### src/rtl/v3a_fifo.sv
// ----------------------------------------------------------------------------
// v3a_fifo
// Short queue between intake and the arithmetic pipeline. DEPTH is a power
// of two.
// ----------------------------------------------------------------------------
module v3a_fifo #(
    parameter int DW    = 8,
    parameter int DEPTH = 4
) (
    input  logic          i_clk,
    input  logic          i_rst_n,
    input  logic          i_push,
    input  logic [DW-1:0] i_data,
    output logic          o_full,
    input  logic          i_pop,
    output logic          o_valid,
    output logic [DW-1:0] o_data
);
    localparam int AW = $clog2(DEPTH);

    logic [DW-1:0] r_mem [0:DEPTH-1];
    logic [AW-1:0] r_wr, r_rd;
    logic [AW:0]   r_cnt;
    logic          push_ok, pop_ok;

    assign o_full  = (r_cnt == (AW+1)'(DEPTH));
    assign o_valid = (r_cnt != '0);
    assign o_data  = r_mem[r_rd];
    assign push_ok = i_push && !o_full;
    assign pop_ok  = i_pop && o_valid;

    always_ff @(posedge i_clk) begin
        if (!i_rst_n) begin
            r_wr  <= '0;
            r_rd  <= '0;
            r_cnt <= '0;
        end else begin
            if (push_ok) begin
                r_wr <= r_wr + 1'b1;
            end
            if (pop_ok) begin
                r_rd <= r_rd + 1'b1;
            end
            r_cnt <= r_cnt + (AW+1)'(push_ok) - (AW+1)'(pop_ok);
        end
    end

    always_ff @(posedge i_clk) begin
        if (push_ok) begin
            r_mem[r_wr] <= i_data;
        end
    end

endmodule

### config.mk
export PLATFORM = sky130hd
export DESIGN_NAME = v3a_fifo
export DESIGN_NICKNAME = d
export VERILOG_FILES = /design/src/rtl/v3a_fifo.sv
export SDC_FILE = /design/constraint.sdc
export NUM_CORES = 1
export LEC_CHECK = 0
export BUFFER_PORTS_ARGS = -buffer_cell sky130_fd_sc_hd__clkbuf_2
export CORE_UTILIZATION = 42
export DETAILED_ROUTE_END_ITERATION = 16
export GPL_TIMING_DRIVEN = 1
export HOLD_SLACK_MARGIN = 0.02
export PLACE_DENSITY_LB_ADDON = 0.05
export SETUP_SLACK_MARGIN = 0.2
export SLEW_MARGIN = 20
export SYNTH_ARGS = -nofsm -noshare
export SYNTH_HDL_FRONTEND = slang
export SYNTH_SLANG_ARGS = --single-unit
### constraint.sdc
create_clock -name i_clk -period 6.6 [get_ports i_clk]
set_input_delay 0.66 -clock i_clk [delete_from_list [all_inputs] [get_ports i_clk]]
set_output_delay 0.66 -clock i_clk [all_outputs]
set_load 0.03 [all_outputs]
# After elaboration in Yosys (flattened, before gate mapping)
# Memory sizes are Yosys's and may differ from the RTL's. A register that Yosys moved wholly into a read port is not among the register bits.
# Index checks and enable logic that the tools add are counted.
# totals
register_bits	7
mem_bits_rw	32
in_bits	12
output_inout_bits	10
wordCells	17
n_memories	1
# op_classes
n_addsub	4
n_eq_ne	1
muxes	4
n_reduce_logical	4
# memory_table
memory	words	width	rd	rd_clocked_by_memory_dff	wr	line	text
r_mem	4	8	1	1	1	21	logic [DW-1:0] r_mem [0:DEPTH-1];
# ops
op	n
$add 2x1->2 const B	2
$mux 2	2
$add 3x1->3	1
$eq 3x3->1 const B	1
$reduce_bool 3->1	1
$sub 3x1->3	1
$logic_and 1x1->1	2
$mux 1	2
$logic_not 1->1	1

# Logic depth before layout (Yosys ltp)
# Gate-level depths: netlist (run 1).
# logic_depth
depth_word	5
depth_mapped	12
mapped_depth_nobuf	11

# Worst setup path before layout (run 1)
# Ideal clock, no wire load.
# synth_timing
path_type	reg2reg
startpoint	register r_cnt[1]
endpoint	register r_cnt[2]
setup_time_ns	0.115
t_arrival_ns	2.362
required_ns	6.485
setup_slack_ns	4.123
stages_incl_launch_ff	13
path_buffers	1
synth_period_minus_slack_ns	2.477
path_cell_list	dfxtp_1 > nor3b_2 > nor2b_1 > buf_6 > inv_1 > ha_1 > inv_1 > ha_1 > inv_1 > fa_1 > xnor2_1 > xnor2_1 > and2_1
# synth_via
elab_chain_cells	5
elab_cells_between_ends	7
classes_between	add/sub (2); eq/ne (1); reduce/logical (4)
# synth_rtl
item	line	text
start, declared	23	logic [AW:0] r_cnt;
start signal, assigned	44	r_cnt <= r_cnt + (AW+1)'(push_ok) - (AW+1)'(pop_ok);
$eq 3x3->1	26	assign o_full = (r_cnt == (AW+1)'(DEPTH));
net o_full	14	output logic o_full,
$logic_not 1->1	29	assign push_ok = i_push && !o_full;
$logic_and 1x1->1	29	
$add 3x1->3	44	
$sub 3x1->3	44	
# The timed path passes the listed nets, and every way through them passes these cells.
# A chain may end at the register's enable or synchronous reset.

# Worst setup path after layout (run 1)
# layout_timing
startpoint	register r_cnt[1]
endpoint	register r_cnt[2]
# layout_via
elab_chain_cells	5
elab_cells_between_ends	7
classes_between	add/sub (2); eq/ne (1); reduce/logical (4)
# layout_rtl
item	line
$eq 3x3->1	26
$logic_not 1->1	29
$logic_and 1x1->1	29
$add 3x1->3	44
$sub 3x1->3 (*)	44
# Every way passes the cells marked *; elsewhere a longest branch is shown, timed or not.

==> results.sh, run 1 <==
export IMPL_status="finished clean"
export IMPL_cp_arrival_ns=2.62
export IMPL_synth_seq_area_share=0.697
export IMPL_antenna_found_initial=0
export IMPL_setup_violations=0
export IMPL_synth_avg_cell_area_um2=18.2
export IMPL_cts_setup_buffers=0
export IMPL_multi_input_area_um2=453
export IMPL_async_flop_share=0
export IMPL_period_share=0.370
export IMPL_dpl_cell_count=155
export IMPL_start_util=0.444
export IMPL_leakagePower_nw=0.678
export IMPL_tns_ns=0
export IMPL_synth_flop_cell="edfxtp_1"
export IMPL_track_usage=0.129
export IMPL_core_mm2=0.00369
export IMPL_synthTopCellsByArea="edfxtp_1 59%, dfxtp_1 11%, mux4_2 11%"
export IMPL_ant_nets=0
export IMPL_crit_chain="nor3b_2 > nor2b_1 > inv_1 > ha_1 > inv_1 > ha_1 > inv_1 > fa_1 > xnor2_1 > xnor2_1 > and2_1"
export IMPL_grt_max_degree=13
export IMPL_required_ns=6.78
export IMPL_seqCellArea_mm2=0.00114
export IMPL_crit_top_cell="inv_1"
export IMPL_ctsHoldBuffers=0
export IMPL_clock_path_buffers=2
export IMPL_slew_headroom=0.619
export IMPL_num_rows=22
export IMPL_r2r_slack_ns=4.16
export IMPL_start_kind="flip-flop"
export IMPL_ir_worst_vdd_mv=0.197
export IMPL_critical_path_peak_fanout=7
export IMPL_synth_warning_count=0
export IMPL_yosysTopAreaCell="edfxtp_1"
export IMPL_hold_depth=2
export IMPL_min_to="r_wr[1]"
export IMPL_synthTopCellsByCount="32 x edfxtp_1, 9 x dfxtp_1, 8 x mux4_2, 7 x and2_1, 6 x ha_1"
export IMPL_grt_pass1_wl_um=3770
export IMPL_reg2reg_depth=11
export IMPL_hold_viol=0
export IMPL_crit_type="reg2reg"
export IMPL_nFillCells=337
export IMPL_period_minus_slack_ns=2.44
export IMPL_synth_edff_count=32
export IMPL_ys_types=19
export IMPL_finalClockSkew_ns=0.00397
export IMPL_die_h_um=64.4
export IMPL_cts_htree_levels=2
export IMPL_hp_start="r_wr[1]"
export IMPL_maxCapViolCount=0
export IMPL_final_cells=163
export IMPL_first_global_vias=792
export IMPL_wl_per_cell_um=14.2
export IMPL_ios=22
export IMPL_num_vias=768
export IMPL_yosysMostFrequentCell="edfxtp_1"
export IMPL_diodes=0
export IMPL_postSynthCellCount=90
export IMPL_areaGrowthSynthToFinish_pct=13.7
export IMPL_wl_um=2320
export IMPL_die_w_um=64.4
export IMPL_synth_top_cell_area_share=0.587
export IMPL_final_nets=133
export IMPL_syn_num_nets=109
export IMPL_drive_above_1_share=0.339
export IMPL_clk_pin_slew_worst_paths_ns=0.07
export IMPL_max_freq_mhz=409
export IMPL_syn_area_mm2=0.00164
export IMPL_clk_latency_ns=0.28
export IMPL_drc_errors=0
export IMPL_tightest_slew_ns=0.570
export IMPL_cts_root_buffer="clkbuf_8"
export IMPL_slowest_stage="dfxtp_1"
export IMPL_place_congestion=0.678
export IMPL_die_area_mm2=0.00415
export IMPL_power_density_mw_per_mm2=387
export IMPL_drt_initial_drc_count=25
export IMPL_min_path_type="reg2reg"
export IMPL_ys_seq_elements=41
export IMPL_r2r_start="r_cnt[1]"
export IMPL_numCtsBuffers=5
export IMPL_maxSlewViolCount=0
export IMPL_cts_tree="done"
export IMPL_vias_per_cell=4.71
export IMPL_end_kind="flip-flop"
export IMPL_reg2reg_to="r_cnt[2]"
export IMPL_critical_path_max_stage_delay_ns=0.48
export IMPL_dr_pass1_iters=4
export IMPL_clock_sinks=41
export IMPL_post_cts_resized=0
export IMPL_rsz0062_at_grt="false"
export IMPL_grt_ovfl_total=0
export IMPL_hpwl_um=1610
export IMPL_place_port_buffers=21
## routing by layer
metal | vias to the layer above | track usage | wire (um)
li1 | 378 | - | -
met1 | 369 | 0.152 | 1010
met2 | 19 | 0.218 | 1180
met3 | 2 | 0.0475 | 106
met4 | 0 | 0.0417 | 19
met5 | - | 0 | 0
## how the worst max path moves through the flow
stage / cells past startpoint / startpoint / to
2_1_floorplan: 12 / r_cnt[1] / r_cnt[2]
3_3_place_gp: 11 / i_push / r_cnt[2]
3_5_place_dp: 11 / i_push / r_cnt[2]
4_1_cts: 11 / r_cnt[1] / r_cnt[2]
5_1_grt: 11 / r_cnt[1] / r_cnt[2]
6_report: 11 / r_cnt[1] / r_cnt[2]
## flip-flops by register name (all words and copies together), names as in the netlist, named ones only
name,count
r_wr,2
r_cnt,3
r_rd,2
r_mem,32
## report_power, final
| group | leakage [nW] | switching [mW] | total, mW | internal (mW) |
|---|---|---|---|---|
| registers | 0.367 | 0.0364 | 0.354 | 0.318 |
| clock network | 0.0450 | 0.0791 | 0.152 | 0.0732 |
| logic | 0.266 | 0.118 | 0.213 | 0.0953 |
| total | 0.678 | 0.233 | 0.720 | 0.487 |
## layout by cell type (no fill, tap or decap)
cell type,Yosys,final
nor2b_1,4,4
o31a_2,1,1
clkbuf_1,1,1
clkbuf_8,0,5
o311ai_1,1,1
dfxtp_1,9,9
ha_1,6,6
nand2_1,4,4
clkinv_2,0,2
clkbuf_2,0,21
mux4_2,8,8
nor3b_2,1,1
mux2i_1,2,2
inv_1,5,5
fa_1,1,1
edfxtp_1,32,32
or3_2,1,1
xnor2_1,4,4
and2_1,7,7
## worst max-delay path, delay by kind of cell, from the launching register on
family	cells	cell delay [ns]
buf+inv	3	0.19
fa+ha+maj	3	0.79
simple gates	3	0.61
flops	1	0.48
xor+xnor	2	0.26
## cells by family (layout without fill, tap and decap cells)
logic type               after synthesis  count (layout)  synth area share
flip-flops                            41              41             0.697
adder cells (fa/ha/maj)                7               7            0.0581
XOR/XNOR                               4               4            0.0214
buffers and inverters                  9              34            0.0260
AND/OR/NAND/NOR                       17              17            0.0634
multiplexers                          10              10             0.122
AO/OA/AOI/OAI                          2               2            0.0115
## stage by stage
step	utilization	hold slack [ns]	power, mW	worst slack (ns)	area (um^2)
after floorplan	-	0.468	0.527	4.12	1640
after global placement	0.482	0.496	0.576	3.99	1780
after detailed placement	0.482	0.498	0.579	3.95	1780
after CTS	0.504	0.508	0.730	4.12	1860
after global routing	0.504	0.542	0.764	3.96	1860
final	0.504	0.506	0.720	4.16	1860
## area by class of cell
type / instances / share of cell area
clock buffer: 6 / 0.0390
clock inverter: 2 / 0.00538
inverter: 5 / 0.0101
multi-input combinational: 40 / 0.243
sequential: 41 / 0.613
tap: 48 / 0.0323
timing repair buffer: 21 / 0.0565
Power figures use the tool's default switching activity.
==> run 2: changes to the inputs <==
- clock period: 6.6 -> 2.2 ns (I/O delays scaled with it)
==> run 2 against run 1 <==
Global-route usage grew 0.56 points. Clock skew shrank 0.0021 ns. Die area is the same. Largest cell class unchanged. Critical path type unchanged. Total power grew to 3.3 times the previous value. Critical endpoint unchanged. Highest routed layer unchanged.
==> results.sh, run 2 (synthesis gave the netlist of run 1 again) <==
export IMPL_setup_ws_ns=0.179
export IMPL_final_cells=171
export IMPL_final_area_mm2=0.00198
export IMPL_leakagePower_nw=0.726
export IMPL_seq_power_share=0.453
export IMPL_wl_um=2440
export IMPL_place_congestion=0.784
export IMPL_status="finished clean"
export IMPL_critical_path_max_stage_delay_ns=0.36
export IMPL_critical_path_peak_fanout=4
export IMPL_final_nets=141
export IMPL_placed_cell_area_mm2=0.00181
export IMPL_cts_root_buffer="clkbuf_8"
export IMPL_tightest_slew_ns=0.458
export IMPL_clk_pin_slew_worst_paths_ns=0.07
export IMPL_min_path_type="in2reg"
export IMPL_grt_ovfl_total=0
export IMPL_wl_per_cell_um=14.3
export IMPL_diodes=0
export IMPL_vias_per_cell=4.75
export IMPL_intPower_mw=1.59
export IMPL_maxCapViolCount=0
export IMPL_period_minus_slack_ns=2.02
export IMPL_reg2reg_depth=9
export IMPL_start_kind="flip-flop"
export IMPL_hold_viol=0
export IMPL_maxSlewViolCount=0
export IMPL_drt_initial_drc_count=38
export IMPL_slew_headroom=0.695
export IMPL_power_frac_comb=0.348
export IMPL_clock_sinks=41
export IMPL_r2r_start="r_cnt[2]"
export IMPL_clk_latency_ns=0.29
export IMPL_cp_arrival_ns=2.21
export IMPL_antenna_found_initial=0
export IMPL_num_vias=812
export IMPL_cts_htree_levels=2
export IMPL_layout_common_cells="32 x edfxtp_1, 21 x clkbuf_2, 8 x mux4_2, 8 x buf_4, 7 x and2_1"
export IMPL_numCtsBuffers=5
export IMPL_dpl_cell_count=157
export IMPL_power_density_mw_per_mm2=1190
export IMPL_clock_path_buffers=2
export IMPL_start_util=0.444
export IMPL_drc_errors=0
export IMPL_reg_top3="r_mem: 32 flops, r_cnt: 3 flops"
export IMPL_switching_power_mw=0.767
export IMPL_ant_nets=0
export IMPL_die_area_mm2=0.00415
export IMPL_place_port_buffers=21
export IMPL_track_usage=0.135
export IMPL_rsz0062_at_grt="true"
export IMPL_max_freq_mhz=495
export IMPL_num_rows=22
export IMPL_r2r_slack_ns=0.18
export IMPL_slowest_stage="dfxtp_4"
export IMPL_crit_type="reg2reg"
export IMPL_setup_violations=0
export IMPL_crit_path_start="r_cnt[2]"
export IMPL_drive_above_1_share=0.463
export IMPL_post_place_ws_ns=0.0858
export IMPL_ctsHoldBuffers=0
export IMPL_ir_worst_vdd_mv=0.588
export IMPL_grt_pass1_wl_um=3950
export IMPL_ios=22
export IMPL_die_w_um=64.4
export IMPL_crit_end="r_cnt[2]"
export IMPL_core_mm2=0.00369
export IMPL_swShare=0.326
export IMPL_die_h_um=64.4
export IMPL_areaGrowthSynthToFinish_pct=21.1
export IMPL_clockPowerShare=0.200
export IMPL_first_global_vias=832
export IMPL_final_common_cell="edfxtp_1"
export IMPL_crit_chain="o31a_4 > ha_4 > inv_2 > ha_4 > inv_2 > fa_2 > xnor2_2 > xnor2_1 > and2_1"
export IMPL_period_share=0.919
export IMPL_cts_tree="done"
export IMPL_top_register="r_mem"
export IMPL_largest_reg_flops=32
export IMPL_end_kind="flip-flop"
export IMPL_reg2reg_to="r_cnt[2]"
export IMPL_finalClockSkew_ns=0.00190
export IMPL_hpwl_um=1630
export IMPL_grt_max_degree=13
export IMPL_dr_pass1_iters=4
export IMPL_required_ns=2.38
## run 2: cell count changes in the layout (fill, tap and decap cells not counted), sizes merged
cell | before | now
buf | 0 | 8
## run 2: through the flow
step / utilization / total power, mW / hold WS [ns] / setup TNS (ns)
after global routing: 0.537 / 2.50 / 0.141 / 0
after floorplan: - / 1.60 / 0.319 / -0.0648
after detailed placement: 0.489 / 1.77 / 0.447 / 0
final: 0.537 / 2.35 / 0.147 / 0
after CTS: 0.535 / 2.37 / 0.142 / 0
after global placement: 0.489 / 1.77 / 0.436 / 0
## run 2: critical path: cells and delay by family (launching register included)
family / cells / cell delay (ns)
adders and majority gates: 3 / 0.72
and+or+nand+nor: 1 / 0.13
AOI/OAI and AO/OA: 1 / 0.36
xor gates and xnor gates: 2 / 0.25
buffers and inverters: 2 / 0.09
DFF: 1 / 0.36
## run 2: worst min path at each step
| stage | from | end | slack (ns) | cells past startpoint |
|---|---|---|---|---|
| after global placement | i_data[5] | r_mem[1][5] | 0.44 | 1 |
| final | i_data[5] | r_mem[1][5] | 0.15 | 1 |
| after CTS | i_data[7] | r_mem[2][7] | 0.14 | 1 |
| after floorplan | i_data[0] | r_mem[0][0] | 0.32 | 0 |
| after detailed placement | i_data[4] | r_mem[0][4] | 0.45 | 1 |
| after global routing | i_data[4] | r_mem[0][4] | 0.14 | 1 |
## run 2: area by class of cell
type	instances	area, um^2
clock buffer	6	72.6
sequential	41	1150
fill	325	1710
multi-input combinational	40	502
inverter	5	18.8
clock inverter	2	10.0
timing repair buffer	29	165
tap	48	60.1
## run 2: per-layer routing
metal / up-vias / global-route usage / wire length, um
met2: 16 / 0.222 / 1230
met3: 6 / 0.0563 / 120
met4: 0 / 0.0500 / 40
met5: - / 0 / 0
met1: 393 / 0.156 / 1050
li1: 397 / - / -
## run 2: timing repair
action	CTS	global route
resized for setup	10	1
setup buffers	5	1
setup endpoints to repair	1	5
pin swaps	7	3
## run 2: power groups by stage
stage	combinational [mW]	sequential (mW)	clock, mW
after global placement	0.697	1.08	0
after detailed placement	0.695	1.08	0
after floorplan	0.572	1.03	0
after CTS	0.824	1.06	0.480
final	0.818	1.06	0.470
after global routing	0.909	1.08	0.513
