$ cat config.mk
export PLATFORM = sky130hd
export DESIGN_NAME = v3a_front
export DESIGN_NICKNAME = d
export VERILOG_FILES = /design/src/rtl/v3a_pkg.sv /design/src/rtl/v3a_front.sv
export SDC_FILE = /design/constraint.sdc
export NUM_CORES = 1
export LEC_CHECK = 0
export ABC_AREA = 0
export BUFFER_PORTS_ARGS = -buffer_cell sky130_fd_sc_hd__buf_2
export CAP_MARGIN = 20
export CORE_MARGIN = 2
export CORE_UTILIZATION = 27
export DETAILED_ROUTE_END_ITERATION = 12
export HOLD_SLACK_MARGIN = 0.08
export PLACE_DENSITY_LB_ADDON = 0.05
export RECOVER_POWER = 25
export SLEW_MARGIN = 10
export SYNTH_ARGS = -nofsm -noshare
export SYNTH_HDL_FRONTEND = slang
export SYNTH_SLANG_ARGS = --single-unit
$ cat constraint.sdc
create_clock -name i_clk -period 11.6 [get_ports i_clk]
set_input_delay 1.16 -clock i_clk [delete_from_list [all_inputs] [get_ports i_clk]]
set_output_delay 1.16 -clock i_clk [all_outputs]
set_load 0.05 [all_outputs]
$ cat src/rtl/v3a_pkg.sv
// ----------------------------------------------------------------------------
// v3a_pkg
// Function codes and control record shared by the vector arithmetic unit.
// ----------------------------------------------------------------------------
package v3a_pkg;

    typedef enum logic [2:0] {
        FN_ADD  = 3'd0,
        FN_SUB  = 3'd1,
        FN_MUL  = 3'd2,
        FN_DIV  = 3'd3,
        FN_EQ   = 3'd4,
        FN_MAG  = 3'd5,
        FN_NORM = 3'd6
    } t_func;

    typedef struct packed {
        t_func      fn;
        logic [2:0] a_neg;
        logic [2:0] b_neg;
        logic       eq;
        logic       flt;
    } t_ctl;

    localparam int CTL_W = $bits(t_ctl);

endpackage

$ cat src/rtl/v3a_front.sv
// ----------------------------------------------------------------------------
// v3a_front
// Request intake: decodes the function, splits components into sign and
// magnitude, and resolves add, sub and equal directly.
// ----------------------------------------------------------------------------
module v3a_front #(
    parameter int W = 32
) (
    input  logic                 i_clk,
    input  logic                 i_rst_n,
    input  logic                 i_valid,
    output logic                 o_ready,
    input  logic [2:0]           i_func,
    input  logic [2:0][W-1:0]    i_a,
    input  logic [2:0][W-1:0]    i_b,
    output logic                 o_valid,
    input  logic                 i_ready,
    output v3a_pkg::t_ctl        o_ctl,
    output logic [2:0][W-1:0]    o_ma,
    output logic [2:0][W-1:0]    o_mb,
    output logic [2:0][W-1:0]    o_res
);
    import v3a_pkg::*;

    localparam logic [W-1:0] MAXP = {1'b0, {(W-1){1'b1}}};
    localparam logic [W-1:0] MINN = {1'b1, {(W-1){1'b0}}};

    logic             r_valid;
    t_ctl             r_ctl, n_ctl;
    logic [2:0][W-1:0] r_ma, n_ma, r_mb, n_mb, r_res, n_res;
    logic [W:0]       sum [0:2];

    always_comb begin
        n_ctl       = '0;
        n_ctl.fn    = t_func'(i_func);
        n_res       = '0;
        for (int k = 0; k < 3; k++) begin
            n_ctl.a_neg[k] = i_a[k][W-1];
            n_ctl.b_neg[k] = i_b[k][W-1];
            n_ma[k] = i_a[k][W-1] ? W'(-i_a[k]) : i_a[k];
            n_mb[k] = i_b[k][W-1] ? W'(-i_b[k]) : i_b[k];
            if (i_func == FN_SUB) begin
                sum[k] = {i_a[k][W-1], i_a[k]} - {i_b[k][W-1], i_b[k]};
            end else begin
                sum[k] = {i_a[k][W-1], i_a[k]} + {i_b[k][W-1], i_b[k]};
            end
            if (i_func == FN_ADD || i_func == FN_SUB) begin
                if (sum[k][W] != sum[k][W-1]) begin
                    n_res[k]  = sum[k][W] ? MINN : MAXP;
                    n_ctl.flt = 1'b1;
                end else begin
                    n_res[k] = sum[k][W-1:0];
                end
            end
        end
        n_ctl.eq = (i_func == FN_EQ) && (i_a == i_b);
    end

    assign o_ready = !r_valid || i_ready;

    always_ff @(posedge i_clk) begin
        if (!i_rst_n) begin
            r_valid <= 1'b0;
        end else if (o_ready) begin
            r_valid <= i_valid;
        end
    end

    always_ff @(posedge i_clk) begin
        if (o_ready && i_valid) begin
            r_ctl <= n_ctl;
            r_ma  <= n_ma;
            r_mb  <= n_mb;
            r_res <= n_res;
        end
    end

    assign o_valid = r_valid;
    assign o_ctl   = r_ctl;
    assign o_ma    = r_ma;
    assign o_mb    = r_mb;
    assign o_res   = r_res;

endmodule

== Yosys cells after proc, flatten, opt, wreduce, memory -nomap -nowiden ==
Index checks and enable logic that the tools add are counted.

* Register bits: 300
* Input bits: 199
* Logic and storage cells: 66

* $add $sub $neg: 12
* Equality and inequality tests: 6
* Multiplexer cells: 21
* Reductions and logical operators: 6

{| class="wikitable"
|+ Operators by type and width
! operator !! number
|-
| $mux W32 || 6
|-
| $neg A32 Y32 || 6
|-
| $mux W31 || 6
|-
| $add A32 B32 Y33 || 3
|-
| $mux W33 || 3
|-
| $sub A32 B32 Y33 || 3
|-
| $eq A96 B96 Y1 || 1
|-
| $mux W1 || 6
|-
| $eq A3 B1 Y1 const B || 1
|-
| $eq A3 B3 Y1 const B || 1
|-
| $logic_not A3 Y1 || 1
|-
| $ne A1 B1 Y1 || 3
|-
| $logic_and A1 B1 Y1 || 2
|-
| $logic_or A1 B1 Y1 || 2
|-
| $logic_not A1 Y1 || 1
|}

== Longest topological paths before layout ==
Gate-level depths: netlist (run 1).

* Word-level depth: 9
* Mapped depth: 23
* Depth with buffers taken out: 19

== Least setup slack after synthesis (run 1) ==
No wires, ideal clock.

* Path type: input to register
* Start: input i_ready
* End: register r_ctl (netlist bit o_ctl[0]), enable pin
* Setup time: 697 ps
* Arrival time: 8452 ps
* Data required time: 10903 ps
* Path slack: 2450 ps
* Cell stages on the path: 2
* Path buffers: 0
* Cells stage by stage: nand2b_1 > and2_1

* Longest elaborated chain between the ends: 2

{| class="wikitable"
|+ Ends and longest elaborated chain
! element !! RTL line !! text
|-
| start, declared || v3a_front.sv:17 || <nowiki>input logic i_ready,</nowiki>
|-
| $logic_or A1 B1 Y1 || v3a_front.sv:59 || <nowiki>assign o_ready = !r_valid || i_ready;</nowiki>
|-
| $logic_and A1 B1 Y1 || v3a_front.sv:70 || <nowiki>if (o_ready && i_valid) begin</nowiki>
|-
| end signal, assigned || v3a_front.sv:71 || <nowiki>r_ctl <= n_ctl;</nowiki>
|-
| end, declared || v3a_front.sv:29 || <nowiki>t_ctl r_ctl, n_ctl;</nowiki>
|}

Every way passes these cells.
A chain may end at the register's enable or synchronous reset.

== Final worst setup path (run 1) ==
* Start: input i_b[33] in the netlist's numbering
* End: register r_res (netlist bit o_res[56]), data pin

* Longest elaborated chain between the ends: 4

{| class="wikitable"
|+ Ends and longest elaborated chain
! element !! RTL line !! text
|-
| start, declared || v3a_front.sv:15 || <nowiki>input logic [2:0][W-1:0] i_b,</nowiki>
|-
| $add A32 B32 Y33 or $sub A32 B32 Y33 (tied branches) || v3a_front.sv:45, v3a_front.sv:43 ||
|-
| $mux W33 (*) || v3a_front.sv:42 || <nowiki>if (i_func == FN_SUB) begin</nowiki>
|-
| $mux W32 or $ne A1 B1 Y1 (tied branches) || v3a_front.sv:49, v3a_front.sv:48 ||
|-
| $mux W32 (*) || v3a_front.sv:48 || <nowiki>if (sum[k][W] != sum[k][W-1]) begin</nowiki>
|-
| end signal, assigned || v3a_front.sv:74 || <nowiki>r_res <= n_res;</nowiki>
|-
| end, declared || v3a_front.sv:30 || <nowiki>logic [2:0][W-1:0] r_ma, n_ma, r_mb, n_mb, r_res, n_res;</nowiki>
|}

Mark *: on every way between the ends. The rest lies on a longest branch, timed or not.

==> results of run 1 <==
[layer usage]
layer | global-route usage | vias to the layer above
met5 | 0 | -
met4 | 0.06898 | 12
met3 | 0.05016 | 121
met2 | 0.3860 | 645
met1 | 0.2847 | 9242
li1 | - | 8863
[registers in the layout (all words and copies together), names as in the netlist]
register	cells
o_ctl	11
o_ma	96
o_mb	96
o_res	96
o_valid	1
[logic make-up (layout without fill, tap and decap cells)]
| kind of cell | Yosys count | after routing | synth area share |
|---|---|---|---|
| other cells | 0 | 3 | 0 |
| flops | 300 | 300 | 0.4207 |
| mux | 6 | 6 | 0.002867 |
| simple gates | 601 | 601 | 0.1378 |
| compound gates | 575 | 575 | 0.1723 |
| xor+xnor | 413 | 413 | 0.1695 |
| buf+inv | 194 | 658 | 0.03440 |
| fa+ha+maj | 105 | 105 | 0.06248 |
[power by group]
| part | internal, mW | switching [mW] | total, mW | leakage, nW |
|---|---|---|---|---|
| logic | 0.378 | 0.980 | 1.36 | 6.93 |
| registers | 1.33 | 0.0335 | 1.37 | 2.93 |
| clock network | 0.711 | 0.508 | 1.22 | 0.608 |
| total | 2.42 | 1.52 | 3.94 | 10.5 |
[final cells by class]
class                      count  area share
antenna                        3   0.0002892
clock buffer                  48     0.04054
clock inverter                23    0.007376
inverter                      71     0.01027
multi-input combinational   1700      0.4497
sequential                   300      0.3467
tap                         1050     0.05062
timing repair buffer         516     0.09449
[worst max path at each step]
| stage | startpoint | endpoint | cells after the start |
|---|---|---|---|
| finish | i_b[33] | o_res[56] | 20 |
| CTS | i_b[13] | o_res[25] | 18 |
| global route | i_b[32] | o_res[56] | 20 |
| detailed placement | i_b[13] | o_res[0] | 18 |
| global placement | i_b[2] | o_res[15] | 20 |
| floorplan | i_ready | o_ctl[0] | 2 |
[worst register-to-register path, stage by stage, from the launching register on]
cell and delay (ps):
dfxtp_1 300, nand2b_1 90, and2_0 2110, buf_4 990, buf_4 910
[cells in the mapped netlist (all sizes together) (9+ instances only)]
cell	n
o41ai	14
a221oi	10
ha	102
o211ai	9
a21oi	120
o22ai	13
a21o	74
nand2b	28
xor2	128
or2	12
or4	13
nor4	24
nor3	34
inv	71
o21a	9
o31ai	65
clkbuf	108
or3	47
xnor2	285
nor2	99
o21ai	172
a211oi	12
nand3	33
and2	12
buf	15
nor2b	10
o21bai	11
nand4	26
and3	13
nand2	231
edfxtp	299
a31oi	11
[metrics by stage]
| stage | instance area, um^2 | utilization | instances |
|---|---|---|---|
| after floorplan | 21390 | - | 2194 |
| after global placement | 24870 | 0.3159 | 3636 |
| after detailed placement | 24870 | 0.3159 | 3636 |
| after CTS | 26120 | 0.3317 | 3707 |
| after global routing | 25950 | 0.3296 | 3711 |
| final | 25950 | 0.3296 | 3711 |
==> results.sh, run 1 <==
export IMPL_antenna_found_initial=13
export IMPL_worstRegToRegCells=4
export IMPL_worstHoldPathType="reg -> reg"
export IMPL_ant_nets=0
export IMPL_track_usage=0.2263
export IMPL_async_flop_share=0
export IMPL_p_total_mw=3.945
export IMPL_hold_viol_final=0
export IMPL_wl_per_cell_um=25.74
export IMPL_hold_depth=2
export IMPL_finalSetupViolCount=0
export IMPL_route_met2_wl_mm=46.39
export IMPL_seqCellArea_mm2=0.008999
export IMPL_yosys_top_cells_area="edfxtp_1 42%, xnor2_1 12%, ha_1 6.0%"
export IMPL_synth_nets=2498
export IMPL_gp_congestion=0.8767
export IMPL_ir_worst_vdd_uv=87.61
export IMPL_die_w_um=285.5
export IMPL_whs_ps=522.5
export IMPL_dr_wl_met3_mm=6.078
export IMPL_synth_top_area_share=0.4198
export IMPL_powerDensity_mw_per_mm2=152.0
export IMPL_cts_buffers=41
export IMPL_nets=2934
export IMPL_synth_seq_cells=300
export IMPL_violations="max-capacitance violations, max-slew violations"
export IMPL_drc=0
export IMPL_rsz0062_at_grt="false"
export IMPL_fin_setup_tns_ps=0
export IMPL_tightest_slew_ps=2912
export IMPL_htreeDepth=2
export IMPL_cp_slowest_cell="nand3_1"
export IMPL_yosysSeqAreaShare=0.4207
export IMPL_clk_path_buf_depth=3
export IMPL_dieArea_mm2=0.08148
export IMPL_firstDrtPassIters=6
export IMPL_clockRootBuffer="clkbuf_16"
export IMPL_post_synth_num_cell_types=78
export IMPL_syn2layout_area_growth_pct=21.35
export IMPL_dp_slack_ps=4257
export IMPL_r2r_start="o_valid"
export IMPL_route_vias_total=18880
export IMPL_final_common_cell="buf_2"
export IMPL_fmax_mhz=147.4
export IMPL_viasPerCell=5.088
export IMPL_grt_pass1_wl_mm=135.0
export IMPL_core_mm2=0.07874
export IMPL_critical_path_top_delay_family="simple AND/OR/NAND/NOR gates"
export IMPL_syn_inst=2194
export IMPL_cp_data_arrival_time_ps=7160
export IMPL_outcome="complete, but fails checks"
export IMPL_grt_max_degree=70
export IMPL_reg2reg_slack_ps=6730
export IMPL_cp_common_cell="nand2_1"
export IMPL_crit_type="in -> reg"
export IMPL_fp_dieH_um=285.5
export IMPL_p_leak_nw=10.48
export IMPL_min_period_ps=6785
export IMPL_slew_limit_headroom=-0.9425
export IMPL_multi_input_area_mm2=0.01167
export IMPL_endpoint_kind="flip-flop"
export IMPL_path_max_fanout=29
export IMPL_crit_required_ps=11970
export IMPL_syn_avg_cell_area_um2=9.748
export IMPL_slew_viol_final=265
export IMPL_yosys_area_top_type="edfxtp_1"
export IMPL_cts_hold_buffers=0
export IMPL_worstHoldEndpoint="o_valid"
export IMPL_cts_tree="yes"
export IMPL_synthFlopType="edfxtp_1"
export IMPL_cp_cell_sequence="buf_2, inv_1, ha_1, or3b_1, or4b_1, nor2_1, nand3_1, or3_1, o31ai_1, xor2_1, ha_1, nand2_1, nor3_1, nand2_1, o31ai_1, a21oi_1, nand2_1, xor2_1, nand3_1, o21ai_0"
export IMPL_drt_iter0_markers=1250
export IMPL_cts_repair_resized=0
export IMPL_start_util=0.2716
export IMPL_wl_met1_mm=40.16
export IMPL_n_fill_cell=8367
export IMPL_slowest_delay_ps=820
export IMPL_min_period_over_period=0.5850
export IMPL_post_cts_buffers=0
export IMPL_num_io_pins=500
export IMPL_finClkSkew_ps=19.01
export IMPL_drv_cap=7
export IMPL_grt_overflow_total=0
export IMPL_clkSinkCount=300
export IMPL_insertion_delay_ps=580
export IMPL_critical_path_buf_inv_count=2
export IMPL_start_kind="input pin"
export IMPL_grt_pass1_vias=18970
export IMPL_routed_wl_mm=95.51
export IMPL_synth_edf_count=299
export IMPL_drive_gt1_frac=0.1761
export IMPL_final_cell_mix="367 x buf_2, 299 x edfxtp_1, 284 x xnor2_1"
export IMPL_min_delay_start="o_valid"
export IMPL_setup_slack_ps=4815
export IMPL_syn_area_mm2=0.02139
export IMPL_rows=103
export IMPL_ys_warn_count=0
export IMPL_worst_r2r_endpoint="o_res[34]"
export IMPL_clk_pin_slew_worst_paths_ps=50
export IMPL_top_layer_used="met5"
export IMPL_dp_final_hpwl_mm=76.66
export IMPL_portBuffers=499
Power figures use the tool's default switching activity.
==> run 2, diff against run 1 <==
==> constraint.sdc (replaced) <==
create_clock -name i_clk -period 7.1 [get_ports i_clk]
set_input_delay 0.71 -clock i_clk [delete_from_list [all_inputs] [get_ports i_clk]]
set_output_delay 0.71 -clock i_clk [all_outputs]
set_load 0.05 [all_outputs]
==> run 2 against run 1 <==
Effect of this change:
- the flow still finishes with violations (max-capacitance violations, max-slew violations)
- first-iteration DRC count down 23%
- register-to-register slack worse by 4200 ps
- cell count is 0.19% higher
- sequential cell count unchanged
- non-clock buffer count grew 12
- largest power group unchanged
==> results.sh, run 2 (synthesis results as in run 1) <==
export IMPL_hold_depth=1
export IMPL_finalSetupViolCount=0
export IMPL_nets=2946
export IMPL_fp_dieH_um=285.5
export IMPL_worstHoldEndpoint="o_ma[0]"
export IMPL_drive_gt1_frac=0.1831
export IMPL_firstDrtPassIters=5
export IMPL_clk_pin_slew_worst_paths_ps=60
export IMPL_worst_r2r_endpoint="o_mb[65]"
export IMPL_grt_pass1_vias=18890
export IMPL_cts_buffers=41
export IMPL_finClkSkew_ps=13.09
export IMPL_rsz0062_at_grt="false"
export IMPL_dieArea_mm2=0.08148
export IMPL_fin_area_mm2=0.02604
export IMPL_powerDensity_mw_per_mm2=247.7
export IMPL_r2r_start="o_valid"
export IMPL_route_vias_total=18580
export IMPL_endpoint_kind="flip-flop"
export IMPL_tightest_slew_ps=3653
export IMPL_start_util=0.2716
export IMPL_seqCellArea_mm2=0.008999
export IMPL_path_max_fanout=8
export IMPL_crit_required_ps=7400
export IMPL_fmax_mhz=168.1
export IMPL_multi_input_area_mm2=0.01166
export IMPL_grt_max_degree=69
export IMPL_antenna_found_initial=12
export IMPL_min_delay_start="i_a[0]"
export IMPL_clk_path_buf_depth=3
export IMPL_grt_pass1_wl_mm=134.9
export IMPL_slew_viol_final=274
export IMPL_cts_tree="yes"
export IMPL_num_io_pins=500
export IMPL_worstHoldPathType="in -> reg"
export IMPL_portBuffers=499
export IMPL_post_cts_buffers=0
export IMPL_crit_type="in -> reg"
export IMPL_rows=103
export IMPL_htreeDepth=2
export IMPL_cts_repair_resized=0
export IMPL_outcome="complete, but fails checks"
export IMPL_wl_per_cell_um=25.45
export IMPL_drt_iter0_markers=958
export IMPL_die_w_um=285.5
export IMPL_syn2layout_area_growth_pct=21.73
export IMPL_p_leak_nw=10.56
export IMPL_drv_cap=7
export IMPL_grt_overflow_total=0
export IMPL_clkSinkCount=300
export IMPL_gp_congestion=0.8687
export IMPL_min_period_ps=5949
export IMPL_start_kind="input pin"
export IMPL_fin_setup_tns_ps=0
export IMPL_placed_cell_area_mm2=0.02496
export IMPL_p_sw_mw=2.455
export IMPL_clockRootBuffer="clkbuf_16"
export IMPL_setup_slack_ps=1151
export IMPL_p_sw_frac=0.3806
export IMPL_clkPwrFrac=0.310
export IMPL_ant_nets=0
export IMPL_n_fill_cell=8398
export IMPL_min_period_over_period=0.8379
export IMPL_routed_wl_mm=94.63
export IMPL_violations="max-capacitance violations, max-slew violations"
export IMPL_core_mm2=0.07874
export IMPL_final_cell_mix="380 x buf_2, 299 x edfxtp_1, 284 x xnor2_1"
export IMPL_track_usage=0.2245
export IMPL_slew_limit_headroom=-1.436
export IMPL_ir_worst_vdd_uv=142.0
export IMPL_dp_slack_ps=548.7
export IMPL_cp_data_arrival_time_ps=6250
export IMPL_hold_viol_final=0
export IMPL_placedCellCount=3649
export IMPL_viasPerCell=4.998
export IMPL_combPwrFrac=0.344
export IMPL_insertion_delay_ps=580
export IMPL_drc=0
export IMPL_dp_final_hpwl_mm=76.64
export IMPL_cts_hold_buffers=0
export IMPL_fin_cells=3718
export IMPL_internal_power_mw=3.995
export IMPL_final_common_cell="buf_2"
export IMPL_power_share_sequential=0.346
export IMPL_worstRegToRegCells=3
export IMPL_reg2reg_slack_ps=2560
[run 2: cell types whose count changed in the layout (fill, tap and decap cells not counted), sizes merged]
| cell | before | now |
|---|---|---|
| clkbuf | 184 | 173 |
| buf | 380 | 406 |
| bufinv | 3 | 4 |
| inv | 73 | 71 |
| clkinvlp | 1 | 0 |
| clkinv | 17 | 11 |
[run 2: worst max-delay path by stage]
stage	startpoint	endpoint	slack [ps]	cells after the start
after floorplan	i_b[4]	o_res[12]	1200	22
after global placement	i_b[0]	o_ctl[0]	620	20
after detailed placement	i_b[2]	o_ctl[0]	550	20
after CTS	i_b[2]	o_ctl[0]	1130	20
after global routing	i_b[0]	o_ctl[0]	860	20
final	i_b[0]	o_ctl[0]	1150	20
[run 2: worst max-delay path, cell delays in order]
cell      delay [ps]
clkbuf_1         130
inv_1            110
nand3_2           90
or3_4            340
or3_1            430
or4b_4           610
or4b_4           560
or2_2            300
o21ai_0          190
xor2_1           190
ha_1             330
nand2_1          180
inv_1             50
a221oi_1         320
o211ai_1         130
a311o_1          380
a21oi_1          250
xor2_1           510
xnor2_1          240
a31oi_1          170
[run 2: per-stage QoR]
| step | utilization | hold WS, ps | total power, mW |
|---|---|---|---|
| 5_1_grt | 0.3306 | 373.7 | 6.748 |
| 6_report | 0.3306 | 388.3 | 6.450 |
| 3_5_place_dp | 0.3170 | 543.3 | 4.515 |
| 3_3_place_gp | 0.3170 | 518.6 | 4.534 |
| 4_1_cts | 0.3326 | 327.9 | 6.555 |
| 2_1_floorplan | - | 808.9 | 3.797 |
[run 2: layout make-up]
| type | instances | area share |
|---|---|---|
| flip-flops and latches | 300 | 0.3456 |
| multi-input cells | 1700 | 0.4480 |
| diodes | 3 | 0.0002884 |
| repair buffers | 528 | 0.09814 |
| clock buffers | 51 | 0.04085 |
| well taps | 1050 | 0.05046 |
| clock inverters | 15 | 0.006344 |
| inverters | 71 | 0.01024 |
[run 2: power groups by stage]
stage               Clock, mW  Sequential [mW]  Combinational, mW
floorplan                   0             2.84              0.957
global placement            0             2.27               2.26
detailed placement          0             2.27               2.25
CTS                      2.06             2.24               2.26
global route             2.11             2.25               2.39
finish                   2.00             2.23               2.22
[run 2: layer usage]
layer,vias to the layer above,global-route usage,share of wire
met5,-,0,0.00063
met4,10,0.03901,0.015
met3,89,0.04258,0.052
met2,465,0.3999,0.50
met1,9127,0.2844,0.43
li1,8890,-,-
